--- config.mk ---
export PLATFORM = sky130hd
export DESIGN_NAME = eep_ctrl
export DESIGN_NICKNAME = d
export VERILOG_FILES = /design/src/rtl/eep_pkg.sv /design/src/rtl/eep_ctrl.sv
export SDC_FILE = /design/constraint.sdc
export NUM_CORES = 1
export LEC_CHECK = 0
export BUFFER_PORTS_ARGS = -buffer_cell sky130_fd_sc_hd__buf_2
export CAP_MARGIN = 20
export CORE_UTILIZATION = 49
export CTS_BUF_LIST = sky130_fd_sc_hd__clkbuf_16
export CTS_CLUSTER_DIAMETER = 120
export DETAILED_ROUTE_END_ITERATION = 16
export PLACE_DENSITY = 0.78
export SLEW_MARGIN = 40
export SYNTH_ARGS = -nofsm -noshare
export SYNTH_HDL_FRONTEND = slang
export SYNTH_SLANG_ARGS = --single-unit
--- constraint.sdc ---
create_clock -name clock -period 2.52 [get_ports clock]
set_clock_uncertainty 0.2 [all_clocks]
set_input_delay 0.252 -clock clock [delete_from_list [all_inputs] [get_ports clock]]
set_output_delay 0.252 -clock clock [all_outputs]
set_load 0.05 [all_outputs]
--- src/rtl/eep_pkg.sv ---
`default_nettype none
// ----------------------------------------------------------------------------
// eep_pkg
// Shared types and constants of the expiring entry pool.
// ----------------------------------------------------------------------------
package eep_pkg;

   localparam int POOL_DEPTH = 64;
   localparam int IDX_W      = $clog2(POOL_DEPTH);
   localparam int PTR_W      = $clog2(POOL_DEPTH + 1);
   localparam logic [PTR_W-1:0] END_MARK = PTR_W'(POOL_DEPTH);

   localparam int RSP_IDX_W = 6;
   localparam int RSP_CNT_W = 7;
   localparam int RSV_W     = 7;

   typedef enum logic [2:0] {
      OP_INIT   = 3'd0,
      OP_INSERT = 3'd1,
      OP_KEYED  = 3'd2,
      OP_SWEEP  = 3'd3,
      OP_QUERY  = 3'd4
   } op_type;

   typedef enum logic [1:0] {
      ST_OK   = 2'd0,
      ST_FULL = 2'd1,
      ST_NONE = 2'd2
   } rsp_code_type;

   typedef enum logic [1:0] {
      IDX_ZERO = 2'd0,
      IDX_NODE = 2'd1,
      IDX_BEST = 2'd2
   } idx_sel_type;

   typedef enum logic [3:0] {
      S_IDLE,
      S_INIT,
      S_KEY_RD,
      S_KEY_EV,
      S_TAKE_RD,
      S_TAKE_WR,
      S_FILL,
      S_SWP_RD,
      S_SWP_EV,
      S_SWP_FREE,
      S_QRY_RD,
      S_QRY_MUL,
      S_QRY_CMP,
      S_RESP
   } state_type;

   typedef struct packed {
      logic [15:0] snd_type;
      logic [15:0] px;
      logic [15:0] py;
      logic [15:0] pz;
      logic [15:0] vol;
      logic [31:0] expiry;
      logic        never;
      logic [15:0] owner;
   } entry_word_type;

   typedef struct packed {
      logic         latch_req;
      logic         init_step;
      logic         init_done;
      logic         start_walk;
      logic         rd_cur;
      logic         rd_free;
      logic         advance;
      logic         unlink;
      logic         release_node;
      logic         take;
      logic         mul;
      logic         cmp;
      logic         select_cur;
      logic         fill;
      logic         keyed;
      logic         load_rsp;
      rsp_code_type rsp_status;
      idx_sel_type  rsp_idx_sel;
   } eep_cmd_type;

   typedef struct packed {
      logic cur_end;
      logic free_empty;
      logic match;
      logic expire;
      logic init_last;
      logic reserve_over;
      logic best_found;
   } eep_stat_type;

endpackage
`default_nettype wire

--- src/rtl/eep_ctrl.sv ---
`default_nettype none
// ----------------------------------------------------------------------------
// eep_ctrl
// Operation sequencer: walks the lists one node at a time and issues
// commands to the datapath.
// ----------------------------------------------------------------------------
module eep_ctrl (
   input  wire                  clock,
   input  wire                  reset,
   input  wire                  req_tvalid,
   output logic                 req_tready,
   input  wire  [2:0]           req_tuser,
   output logic                 rsp_tvalid,
   input  wire                  rsp_tready,
   input  eep_pkg::eep_stat_type stat,
   output eep_pkg::eep_cmd_type  cmd
);

   eep_pkg::state_type    state_ff, state_in;
   logic [2:0]            op_ff, op_in;
   logic                  silent_ff, silent_in;
   logic                  rsp_valid_ff, rsp_valid_in;
   eep_pkg::rsp_code_type res_status_ff, res_status_in;
   eep_pkg::idx_sel_type  res_sel_ff, res_sel_in;

   always_ff @(posedge clock) begin
      if (reset) begin
         state_ff      <= eep_pkg::S_INIT;
         op_ff         <= eep_pkg::OP_INIT;
         silent_ff     <= 1'b1;
         rsp_valid_ff  <= 1'b0;
         res_status_ff <= eep_pkg::ST_OK;
         res_sel_ff    <= eep_pkg::IDX_ZERO;
      end else begin
         state_ff      <= state_in;
         op_ff         <= op_in;
         silent_ff     <= silent_in;
         rsp_valid_ff  <= rsp_valid_in;
         res_status_ff <= res_status_in;
         res_sel_ff    <= res_sel_in;
      end
   end

   assign rsp_tvalid = rsp_valid_ff;

   always_comb begin
      state_in      = state_ff;
      op_in         = op_ff;
      silent_in     = silent_ff;
      res_status_in = res_status_ff;
      res_sel_in    = res_sel_ff;
      cmd           = '0;
      cmd.keyed     = (op_ff == eep_pkg::OP_KEYED);
      cmd.rsp_status  = res_status_ff;
      cmd.rsp_idx_sel = res_sel_ff;
      req_tready    = 1'b0;
      rsp_valid_in  = rsp_valid_ff & ~rsp_tready;

      unique case (state_ff)
         eep_pkg::S_IDLE: begin
            req_tready = 1'b1;
            if (req_tvalid) begin
               cmd.latch_req = 1'b1;
               op_in         = req_tuser;
               res_status_in = eep_pkg::ST_OK;
               res_sel_in    = eep_pkg::IDX_ZERO;
               case (req_tuser)
                  eep_pkg::OP_INIT:   state_in = eep_pkg::S_INIT;
                  eep_pkg::OP_INSERT: state_in = eep_pkg::S_TAKE_RD;
                  eep_pkg::OP_KEYED: begin
                     cmd.start_walk = 1'b1;
                     state_in       = eep_pkg::S_KEY_RD;
                  end
                  eep_pkg::OP_SWEEP: begin
                     cmd.start_walk = 1'b1;
                     state_in       = eep_pkg::S_SWP_RD;
                  end
                  eep_pkg::OP_QUERY: begin
                     cmd.start_walk = 1'b1;
                     state_in       = eep_pkg::S_QRY_RD;
                  end
                  default: state_in = eep_pkg::S_RESP;
               endcase
            end
         end
         eep_pkg::S_INIT: begin
            cmd.init_step = 1'b1;
            if (stat.init_last) begin
               cmd.init_done = 1'b1;
               res_status_in = stat.reserve_over ? eep_pkg::ST_FULL : eep_pkg::ST_OK;
               res_sel_in    = eep_pkg::IDX_ZERO;
               state_in      = eep_pkg::S_RESP;
            end
         end
         eep_pkg::S_KEY_RD: begin
            if (stat.cur_end) begin
               state_in = eep_pkg::S_TAKE_RD;
            end else begin
               cmd.rd_cur = 1'b1;
               state_in   = eep_pkg::S_KEY_EV;
            end
         end
         eep_pkg::S_KEY_EV: begin
            if (stat.match) begin
               cmd.select_cur = 1'b1;
               state_in       = eep_pkg::S_FILL;
            end else begin
               cmd.advance = 1'b1;
               state_in    = eep_pkg::S_KEY_RD;
            end
         end
         eep_pkg::S_TAKE_RD: begin
            if (stat.free_empty) begin
               res_status_in = eep_pkg::ST_FULL;
               res_sel_in    = eep_pkg::IDX_ZERO;
               state_in      = eep_pkg::S_RESP;
            end else begin
               cmd.rd_free = 1'b1;
               state_in    = eep_pkg::S_TAKE_WR;
            end
         end
         eep_pkg::S_TAKE_WR: begin
            cmd.take = 1'b1;
            state_in = eep_pkg::S_FILL;
         end
         eep_pkg::S_FILL: begin
            cmd.fill      = 1'b1;
            res_status_in = eep_pkg::ST_OK;
            res_sel_in    = eep_pkg::IDX_NODE;
            state_in      = eep_pkg::S_RESP;
         end
         eep_pkg::S_SWP_RD: begin
            if (stat.cur_end) begin
               state_in = eep_pkg::S_RESP;
            end else begin
               cmd.rd_cur = 1'b1;
               state_in   = eep_pkg::S_SWP_EV;
            end
         end
         eep_pkg::S_SWP_EV: begin
            if (stat.expire) begin
               cmd.unlink = 1'b1;
               state_in   = eep_pkg::S_SWP_FREE;
            end else begin
               cmd.advance = 1'b1;
               state_in    = eep_pkg::S_SWP_RD;
            end
         end
         eep_pkg::S_SWP_FREE: begin
            cmd.release_node = 1'b1;
            state_in         = eep_pkg::S_SWP_RD;
         end
         eep_pkg::S_QRY_RD: begin
            if (stat.cur_end) begin
               res_status_in = stat.best_found ? eep_pkg::ST_OK : eep_pkg::ST_NONE;
               res_sel_in    = stat.best_found ? eep_pkg::IDX_BEST : eep_pkg::IDX_ZERO;
               state_in      = eep_pkg::S_RESP;
            end else begin
               cmd.rd_cur = 1'b1;
               state_in   = eep_pkg::S_QRY_MUL;
            end
         end
         eep_pkg::S_QRY_MUL: begin
            cmd.mul  = 1'b1;
            state_in = eep_pkg::S_QRY_CMP;
         end
         eep_pkg::S_QRY_CMP: begin
            cmd.cmp     = 1'b1;
            cmd.advance = 1'b1;
            state_in    = eep_pkg::S_QRY_RD;
         end
         eep_pkg::S_RESP: begin
            if (silent_ff) begin
               // The pass that follows reset rebuilds the pool without a word.
               silent_in = 1'b0;
               state_in  = eep_pkg::S_IDLE;
            end else if (!rsp_valid_ff || rsp_tready) begin
               cmd.load_rsp = 1'b1;
               rsp_valid_in = 1'b1;
               state_in     = eep_pkg::S_IDLE;
            end
         end
         default: state_in = eep_pkg::S_IDLE;
      endcase
   end

endmodule
`default_nettype wire

# Yosys cells after proc, flatten, opt, wreduce, memory -nomap -nowiden
# Cells that the tools add are included.
dict set report classes {
  n_eq_ne 23
  muxes 54
  bitwise 2
  n_reduce_logical 10
}
# operator n
set op_table {}
lappend op_table {{one-hot mux 4 bit (14 select lines)} 1}
lappend op_table {{two-way mux 1 bit} 29}
lappend op_table {{equality test 4 bit (second input constant)} 6}
lappend op_table {{two-way mux 4 bit} 6}
lappend op_table {{two-way mux 2 bit} 10}
lappend op_table {{one-hot mux 2 bit (5 select lines)} 2}
lappend op_table {{one-hot mux 4 bit (5 select lines)} 1}
lappend op_table {{equality test 4 x 3 -> 1 bit (second input constant)} 4}
lappend op_table {{two-way mux 3 bit} 4}
lappend op_table {{equality test 3 x 2 -> 1 bit (second input constant)} 3}
lappend op_table {{equality test 4 x 2 -> 1 bit (second input constant)} 2}
lappend op_table {{inequality test 2 bit (second input constant)} 4}
lappend op_table {{OR reduction 3 bit} 2}
lappend op_table {{AND reduction 5 bit} 1}
lappend op_table {{nonzero test 5 bit} 1}
lappend op_table {{equality test 4 x 1 -> 1 bit (second input constant)} 1}
lappend op_table {{logical NOT 4 bit} 1}
lappend op_table {{equality test 3 x 1 -> 1 bit (second input constant)} 1}
lappend op_table {{equality test 3 bit (second input constant)} 1}
lappend op_table {{logical NOT 3 bit} 1}
lappend op_table {{inequality test 3 bit (second input constant)} 1}
lappend op_table {{one-hot mux 1 bit (3 select lines)} 1}
lappend op_table {{AND reduction 3 bit} 1}
lappend op_table {{AND reduction 2 bit} 1}
lappend op_table {{other kinds (4)} 4}
dict set report totals {
  register_bits 13
  in_bits 14
  out_inout_bits 22
}

# Logic depth before layout (Yosys ltp)
# Gate-level depths: netlist (run 1).
dict set report depth {
  word_depth 5
  mapped_depth 7
}

# Worst setup path before layout (run 1)
# Ideal clock, no wire load.
dict set report synth_timing {
  path_kind {reg2out}
  start {register state_ff[1]}
  end {output port cmd[16] in the netlist's numbering}
  t_arrival_ns 2.259
  setup_slack_ns -0.191
  stages_incl_launch_ff 5
  path_buffers 1
  cell_sequence {dfxtp_1 -> buf_4 -> nor4_4 -> nand2_1 -> a21oi_1}
}
# element line_no
set synth_lines {}
lappend synth_lines {{start: declaration} eep_ctrl.sv:19} ;# eep_pkg::state_type state_ff, state_in;
lappend synth_lines {{start signal: assignment} eep_ctrl.sv:28} ;# state_ff <= eep_pkg::S_INIT;
lappend synth_lines {{start signal: assignment} eep_ctrl.sv:35} ;# state_ff <= state_in;
lappend synth_lines {{end: declaration} eep_ctrl.sv:16} ;# output eep_pkg::eep_cmd_type cmd

==> results of run 1 <==
## cell type report
cell class | count | share of cell area [%]
clock buffers | 3 | 5.67
inverters | 4 | 1.13
well taps | 27 | 2.55
flip-flops and latches | 13 | 19.6
clock inverters | 1 | 0.283
repair buffers | 40 | 16.1
multi-input cells | 116 | 54.7
## metal layers
metal | vias up | track usage, %
met5 | - | 0
met4 | 0 | 10.0
met3 | 6 | 7.04
met2 | 53 | 45.3
met1 | 545 | 32.0
li1 | 594 | -
## stage by stage
| stage | hold slack (ns) | area, sq um | utilization, % | setup WS [ns] |
|---|---|---|---|---|
| 6_report | 0.0930 | 1330 | 66.9 | 0.198 |
| 5_1_grt | 0.116 | 1330 | 66.9 | 0.0751 |
| 4_1_cts | 0.0929 | 1330 | 66.9 | 0.221 |
| 3_5_place_dp | 0.246 | 1250 | 62.9 | 0.442 |
| 3_3_place_gp | 0.245 | 1250 | 62.9 | 0.499 |
| 2_1_floorplan | 0.199 | 1060 | - | 0.00133 |
## cells in the mapped netlist (2+ instances only)
master / instances / area share [%]
o32ai_1: 2 / 1.7
o221ai_1: 2 / 1.7
dfxtp_1: 13 / 25
a21o_1: 4 / 2.9
buf_4: 2 / 1.4
nor2b_1: 9 / 5.4
nor2_1: 14 / 5.0
nand3_1: 4 / 1.9
a21oi_1: 10 / 4.8
nand4_1: 2 / 1.2
o211ai_1: 4 / 2.9
o21a_1: 2 / 1.4
or3b_2: 2 / 1.7
a31oi_1: 2 / 1.2
nor3_1: 6 / 2.9
nand2b_1: 7 / 4.2
o21ai_0: 12 / 5.7
clkbuf_1: 5 / 1.8
nor4_1: 2 / 1.2
inv_1: 4 / 1.4
nand2_1: 12 / 4.3
buf_2: 3 / 1.4
## how the worst max path moves through the flow
stage	endpoint	slack (ns)	depth (start not counted)
finish	cmd[6]	0.20	5
global route	cmd[6]	0.08	5
CTS	cmd[6]	0.22	5
detailed placement	state_ff[0]	0.44	5
global placement	res_status_ff[0]	0.50	5
floorplan	cmd[14]	0.001	5
## logic make-up (layout without fill, tap and decap cells)
kind of cell	count (synthesis)	after routing	synth area share, %
and+or+nand+nor	69	69	36.3
buffers and inverters	16	48	7.53
xor gates and xnor gates	2	2	1.67
AOI/OAI and AO/OA	45	45	29.6
DFF	13	13	24.9
## placed cells by master, fill, tap and decap left out, types with 2 or more instances in the layout
| cell type | netlist | final |
|---|---|---|
| buf_2 | 3 | 35 |
| nor2_1 | 14 | 14 |
| dfxtp_1 | 13 | 13 |
| nand2_1 | 12 | 12 |
| o21ai_0 | 12 | 12 |
| nor2b_1 | 9 | 9 |
| a21oi_1 | 10 | 9 |
| nand2b_1 | 7 | 7 |
| inv_1 | 4 | 5 |
| nor3_1 | 6 | 5 |
| buf_4 | 2 | 5 |
| o211ai_1 | 4 | 4 |
| a21o_1 | 4 | 4 |
| nand3_1 | 4 | 4 |
| clkbuf_16 | 0 | 3 |
| or3b_2 | 2 | 2 |
| a31oi_1 | 2 | 2 |
| nor4_1 | 2 | 2 |
| o221ai_1 | 2 | 2 |
| nand4_1 | 2 | 2 |
| o21a_1 | 2 | 2 |
## tightest hold or removal path, stage by stage
cell     delay [ns]
buf_2          0.11
nand4_1        0.06
a21oi_1        0.06
## report_power, final
| part | switching [uW] | internal, uW | leakage [uW] |
|---|---|---|---|
| Combinational | 680 | 340 | 0.000454 |
| Clock | 87.1 | 209 | 0.0000423 |
| Sequential | 48.8 | 246 | 0.000106 |
| Total | 816 | 794 | 0.000602 |
## sequential cells by signal, summed over array words and instances (netlist names)
register,cells
silent_ff,1
state_ff,4
res_sel_ff,2
op_ff,3
res_status_ff,2
rsp_tvalid,1
==> results_dict.tcl, run 1 <==
set metrics [dict create \
    status "finished, final reports clean" \
    cts_root_buf "clkbuf_16" \
    globalplace.congestion 0.891 \
    p_per_area_nw_per_um2 1220 \
    antenna_found_initial 0 \
    seqCellArea_sq_um 260 \
    io_buffers 35 \
    grt_overflow 0 \
    multi_input_area_sq_um 724 \
    finalSetupTns_ns 0 \
    period_minus_slack_ns 2.32 \
    synth_cells 145 \
    antenna_left 0 \
    drive_gt1_share_pct 30.5 \
    finalNonFillerCells 204 \
    fillers 182 \
    clk_pin_slew_ns 0.04 \
    synthArstFlopShare_pct 0 \
    tightest_slew_ns 0.657 \
    synth-seq-cells 13 \
    detailroute.wirelength.met2_mm 1.46 \
    avgSynthCellArea_sq_um 7.22 \
    die_area_sq_um 2330 \
    post-route-period-util_pct 92.2 \
    critPathTopFamily "flip-flops" \
    wirelength_mm 2.92 \
    p_leak_uw 0.000602 \
    fmax_ghz 0.431 \
    worstPathBufferInverterCount 3 \
    diodes 0 \
    holdPathStages 3 \
    highest_layer "met4" \
    wl_met3_um 204 \
    cts_setup_buffers 0 \
    critPathCaptureType "primary output" \
    r2r-end "state_ff[0]" \
    vias 1198 \
    finalPower_uw 1610 \
    chipWidth_um 48.2 \
    fin_nets 192 \
    min_to "res_sel_ff[1]" \
    setup_viol 0 \
    cp_slowest_cell "dfxtp_1" \
    first_pass_iters 4 \
    start_util_pct 52.8 \
    slew_violations 0 \
    syn_to_final_growth_pct 26.5 \
    synth_edf_count 0 \
    routedWlPerCell_um 14.3 \
    ys_seq_area_share_pct 24.9 \
    critPathMaxFanout 15 \
    cts_max_level 1 \
    cts.sinks 13 \
    rrSetupSlack_ns 0.42 \
    cts_max_path_buffers 2 \
    arrival_ns 1.87 \
    avgViaCountPerCell 5.87 \
    r2r-start "state_ff[2]" \
    crit_start "state_ff[2]" \
    rsz0062_at_grt "no" \
    io_pins 36 \
    start_kind "flip-flop" \
    worstSetupPathType "flip-flop to primary output" \
    core_sq_um 1980 \
    dp_hpwl_mm 2.15 \
    hold_start "stat[0]" \
    postCtsHoldBufs 0 \
    relSlewSlack_pct 55.6 \
    reg2reg_depth 5 \
    die_h_um 48.2 \
    drcViolationCount 0 \
    m1WireLength_mm 1.20 \
    cts_made_buffers 3 \
    clk_latency_ns 0.24 \
    drt_iter0_drc 22 \
    tritoncts "done" \
    hp-class "input pin to flip-flop" \
    cap_violations 0 \
    finalHoldViolCount 0 \
    required_ns 2.07 \
    grt_max_degree 22 \
    path_cells "buf_4, nor2b_1, nand2_1, inv_1, buf_2" \
    netlist_area_sq_um 1050 \
    synthFlopType "dfxtp_1" \
    rows 16 \
    peakVddDrop_uv 1100 \
    yosys_warnings 0 \
    grt_use_total_pct 26.7 \
    synthesis.nets 159 \
    first_global_vias 1018 \
    post_cts_resized 0 \
    critPathMaxStageDelay_ns 0.61 \
    place_inst 200 \
    grt_pass1_wl_mm 4.26 \
    synthDistinctLibCells 44 \
]
Note: power is estimated with default switching activity, not from simulation.
==> inputs of run 2 (changes only) <==
==> constraint.sdc (replaced) <==
create_clock -name clock -period 2.52 [get_ports clock]
set_clock_uncertainty 0.2 [all_clocks]
set_input_delay 0.126 -clock clock [delete_from_list [all_inputs] [get_ports clock]]
set_output_delay 0.126 -clock clock [all_outputs]
set_load 0.05 [all_outputs]
==> results_dict.tcl, run 2 (synthesis results as in run 1) <==
set metrics [dict create \
    rows 16 \
    finalHoldViolCount 0 \
    met3_usage_pct 6.30 \
    slew_violations 0 \
    critPathTopFamily "simple AND/OR/NAND/NOR gates" \
    worstPathBufferInverterCount 1 \
    arrival_ns 2.03 \
    multi_input_area_sq_um 719 \
    p_leak_uw 0.000617 \
    antenna_left 0 \
    grt_max_degree 22 \
    reg2reg_depth 5 \
    core_sq_um 1980 \
    crit_start "state_ff[2]" \
    clk_pin_slew_ns 0.04 \
    holdPathStages 3 \
    vias 1236 \
    fin_nets 195 \
    tightest_slew_ns 0.646 \
    globalplace.congestion 0.867 \
    final_common_cell "buf_2" \
    start_util_pct 52.8 \
    rsz0062_at_grt "no" \
    post-route-period-util_pct 93.3 \
    worstSetupPathType "flip-flop to primary output" \
    critPathMaxStageDelay_ns 0.73 \
    path_depth 4 \
    avgViaCountPerCell 5.97 \
    cap_violations 0 \
    drive_gt1_share_pct 28.9 \
    critPathMaxFanout 21 \
    reg.largest.list "state_ff (4), op_ff (3)" \
    pwr-share-comb_pct 62.7 \
    top_usage_layer "met2" \
    dp_hpwl_mm 2.15 \
    die_h_um 48.2 \
    cts_max_path_buffers 2 \
    peakVddDrop_uv 956 \
    seqCellArea_sq_um 260 \
    p_per_area_nw_per_um2 1180 \
    period_minus_slack_ns 2.35 \
    layout_common_cells "buf_2 (35), nor2_1 (14), dfxtp_1 (13)" \
    chipWidth_um 48.2 \
    p_int_uw 790 \
    finalSetupTns_ns 0 \
    clk_latency_ns 0.24 \
    fmax_ghz 0.425 \
    grt_use_total_pct 26.7 \
    largest_reg_flops 4 \
    drt_iter0_drc 22 \
    p_sw_uw 807 \
    diodes 0 \
    io_buffers 35 \
    critPathCaptureType "primary output" \
    p_clk_share_pct 18.3 \
    relSlewSlack_pct 56.8 \
    r2r-start "state_ff[2]" \
    wirelength_mm 2.90 \
    grt_use_met2_pct 44.0 \
    antenna_found_initial 0 \
    first_pass_iters 4 \
    setup_viol 0 \
    cts_max_level 1 \
    first_global_vias 1028 \
    cts_made_buffers 3 \
    status "finished, final reports clean" \
    seq_power_share_pct 19.0 \
    drcViolationCount 0 \
    start_kind "flip-flop" \
    syn_to_final_growth_pct 29.2 \
    routedWlPerCell_um 14.0 \
    path_cells "nand2_1, or3_1, nor2b_1, buf_2" \
    cts_setup_buffers 0 \
    grt_overflow 0 \
    die_area_sq_um 2330 \
    post_cts_resized 0 \
    hold_start "req_tuser[1]" \
    top_register "state_ff" \
    io_pins 36 \
    grt_pass1_wl_mm 4.35 \
    tritoncts "done" \
    switching_share_pct 50.5 \
    required_ns 2.19 \
    cts_root_buf "clkbuf_16" \
    final_util_pct 68.2 \
    fillers 177 \
    cts.sinks 13 \
    postCtsHoldBufs 4 \
    hp-class "input pin to flip-flop" \
    cp_slowest_cell "dfxtp_1" \
    grt_use_met1_pct 33.0 \
]
-- run 2: worst paths after layout --
path                                      end  slack, ns
worst max register to register  res_sel_ff[1]       0.17
worst min register to register       op_ff[1]       0.25
worst min-delay path                 op_ff[1]      0.003
worst max-delay path                   cmd[4]       0.17
-- run 2: power by group through the flow --
stage	Clock, uW	Sequential [uW]	Combinational [uW]
after floorplan	0	289	829
after global placement	0	303	964
after detailed placement	0	304	983
after CTS	298	301	988
after global routing	307	315	1080
final	292	304	1000
-- run 2: layout make-up --
type	count	area share, %
multi-input combinational	116	53.2
tap	27	2.50
timing repair buffer	43	18.1
sequential	13	19.2
clock buffer	3	5.55
inverter	4	1.11
clock inverter	1	0.278
-- run 2: per-stage QoR --
stage	hold slack [ns]	cell area [sq um]	setup slack [ns]	total power, uW	cells
3_5_place_dp	0.211	1230	0.430	1290	199
6_report	0.00274	1350	0.168	1600	207
3_3_place_gp	0.207	1230	0.545	1270	199
4_1_cts	0.00279	1350	0.207	1590	207
2_1_floorplan	0.0735	1060	0.0846	1120	145
5_1_grt	0.0219	1350	0.0144	1700	207
-- run 2: per-layer routing --
layer	vias to the layer above	part of all wire [%]
li1	600	-
met1	581	41
met4	0	2.2
met2	47	51
met5	-	0
met3	8	5.8
-- run 2: worst reg2reg max path: cells and delay by family, from the launching register on --
family | cells | cell delay (ns)
flops | 1 | 0.73
buf+inv | 1 | 0.59
compound gates | 3 | 0.49
simple gates | 1 | 0.29
==> inputs of run 3 (changes only) <==
Settings changed: CORE_MARGIN set to 10.
==> results_dict.tcl, run 3 (synthesis results as in run 1) <==
set metrics [dict create \
    cts_made_buffers 3 \
    cts_root_buf "clkbuf_16" \
    fin_nets 196 \
    die_h_um 66.2 \
    cts_setup_buffers 0 \
    syn_to_final_growth_pct 30.1 \
    fillers 182 \
    post_cts_resized 0 \
    tightest_slew_ns 0.592 \
    peakVddDrop_uv 829 \
    layout_common_cells "buf_2 (35), nor2_1 (14), dfxtp_1 (13)" \
    finalSetupTns_ns 0 \
    seqCellArea_sq_um 260 \
    chipWidth_um 66.2 \
    post-route-cell-area_sq_um 1360 \
    drt_iter0_drc 83 \
    setup_viol 0 \
    rows 16 \
    largest_reg_flops 4 \
    p_per_area_nw_per_um2 1180 \
    vias 1225 \
    required_ns 2.44 \
    routedWlPerCell_um 16.3 \
    finalHoldViolCount 0 \
    finalNonFillerCells 208 \
    grt_max_degree 22 \
    cts.sinks 13 \
    io_buffers 35 \
    first_pass_iters 4 \
    drcViolationCount 0 \
    antenna_left 0 \
    slew_violations 0 \
    top_register "state_ff" \
    hp-class "input pin to flip-flop" \
    clk_pin_slew_ns 0.04 \
    fmax_ghz 0.411 \
    critPathMaxFanout 13 \
    critPathCaptureType "flip-flop" \
    drive_gt1_share_pct 28.7 \
    clk_latency_ns 0.24 \
    final_common_cell "buf_2" \
    status "finished, final reports clean" \
    antenna_found_initial 0 \
    fin_ws_ns 0.0876 \
    wirelength_mm 3.38 \
    period_minus_slack_ns 2.43 \
    die_area_sq_um 4390 \
    globalplace.congestion 0.876 \
    cts_max_level 1 \
    relSlewSlack_pct 60.5 \
    rsz0062_at_grt "no" \
    final_util_pct 68.1 \
    postPlaceCellArea_sq_um 1230 \
    post-route-period-util_pct 96.5 \
    p_leak_uw 0.000623 \
    tritoncts "done" \
    avgViaCountPerCell 5.89 \
    grt_pass1_wl_mm 5.54 \
    multi_input_area_sq_um 719 \
    postCtsHoldBufs 5 \
    worstSetupPathType "flip-flop to flip-flop" \
    diodes 0 \
    grt_overflow 0 \
    first_global_vias 1209 \
    grt_use_total_pct 15.5 \
    reg.largest.list "state_ff (4), op_ff (3)" \
    place_inst 199 \
    cts_max_path_buffers 2 \
    cap_violations 0 \
    core_sq_um 2000 \
    reg2reg_depth 5 \
    start_util_pct 52.3 \
    arrival_ns 2.35 \
    io_pins 36 \
    dp_hpwl_mm 2.41 \
    start_kind "flip-flop" \
    holdPathStages 3 \
    post-place-ws_ns 0.479 \
]
==> run 3: per-layer routing <==
layer	global-route usage [%]	vias to the layer above	wire (um)
met3	5.08	6	315
met4	3.66	0	30
met5	0	-	0
met1	18.0	561	1320
li1	-	601	-
met2	26.6	57	1720
==> run 3: final timing paths <==
| check | startpoint | to | slack (ns) |
|---|---|---|---|
| setup / recovery | state_ff[0] | res_sel_ff[1] | 0.09 |
| hold / removal | req_tuser[2] | op_ff[2] | 0.004 |
| setup reg to reg | state_ff[0] | res_sel_ff[1] | 0.09 |
| hold reg to reg | op_ff[1] | op_ff[1] | 0.25 |
==> run 3: final cells by class <==
type	instances	share of cell area (%)
clock buffer	3	5.51
clock inverter	1	0.275
tap	27	2.48
timing repair buffer	44	18.7
sequential	13	19.1
multi-input combinational	116	52.8
inverter	4	1.10
==> run 3: report_power, final <==
group	internal [uW]	switching (uW)	leakage [uW]
registers	246	61.0	0.000106
clock network	209	82.6	0.0000423
logic	337	677	0.000475
total	791	821	0.000623
==> run 3: critical path: stages (launching register included) <==
cell           delay [ns]
dfxtp_1              0.59
nand2_1              0.21
o32a_2               0.41
o21ai_0              0.22
a21oi_1              0.11
dlygate4sd3_1        0.57
==> run 3: stage by stage <==
step	total power (uW)	hold slack (ns)
final	1610	0.00449
after global routing	1710	0.0272
after CTS	1600	0.00528
after detailed placement	1290	0.207
after global placement	1270	0.204
after floorplan	1120	0.0735
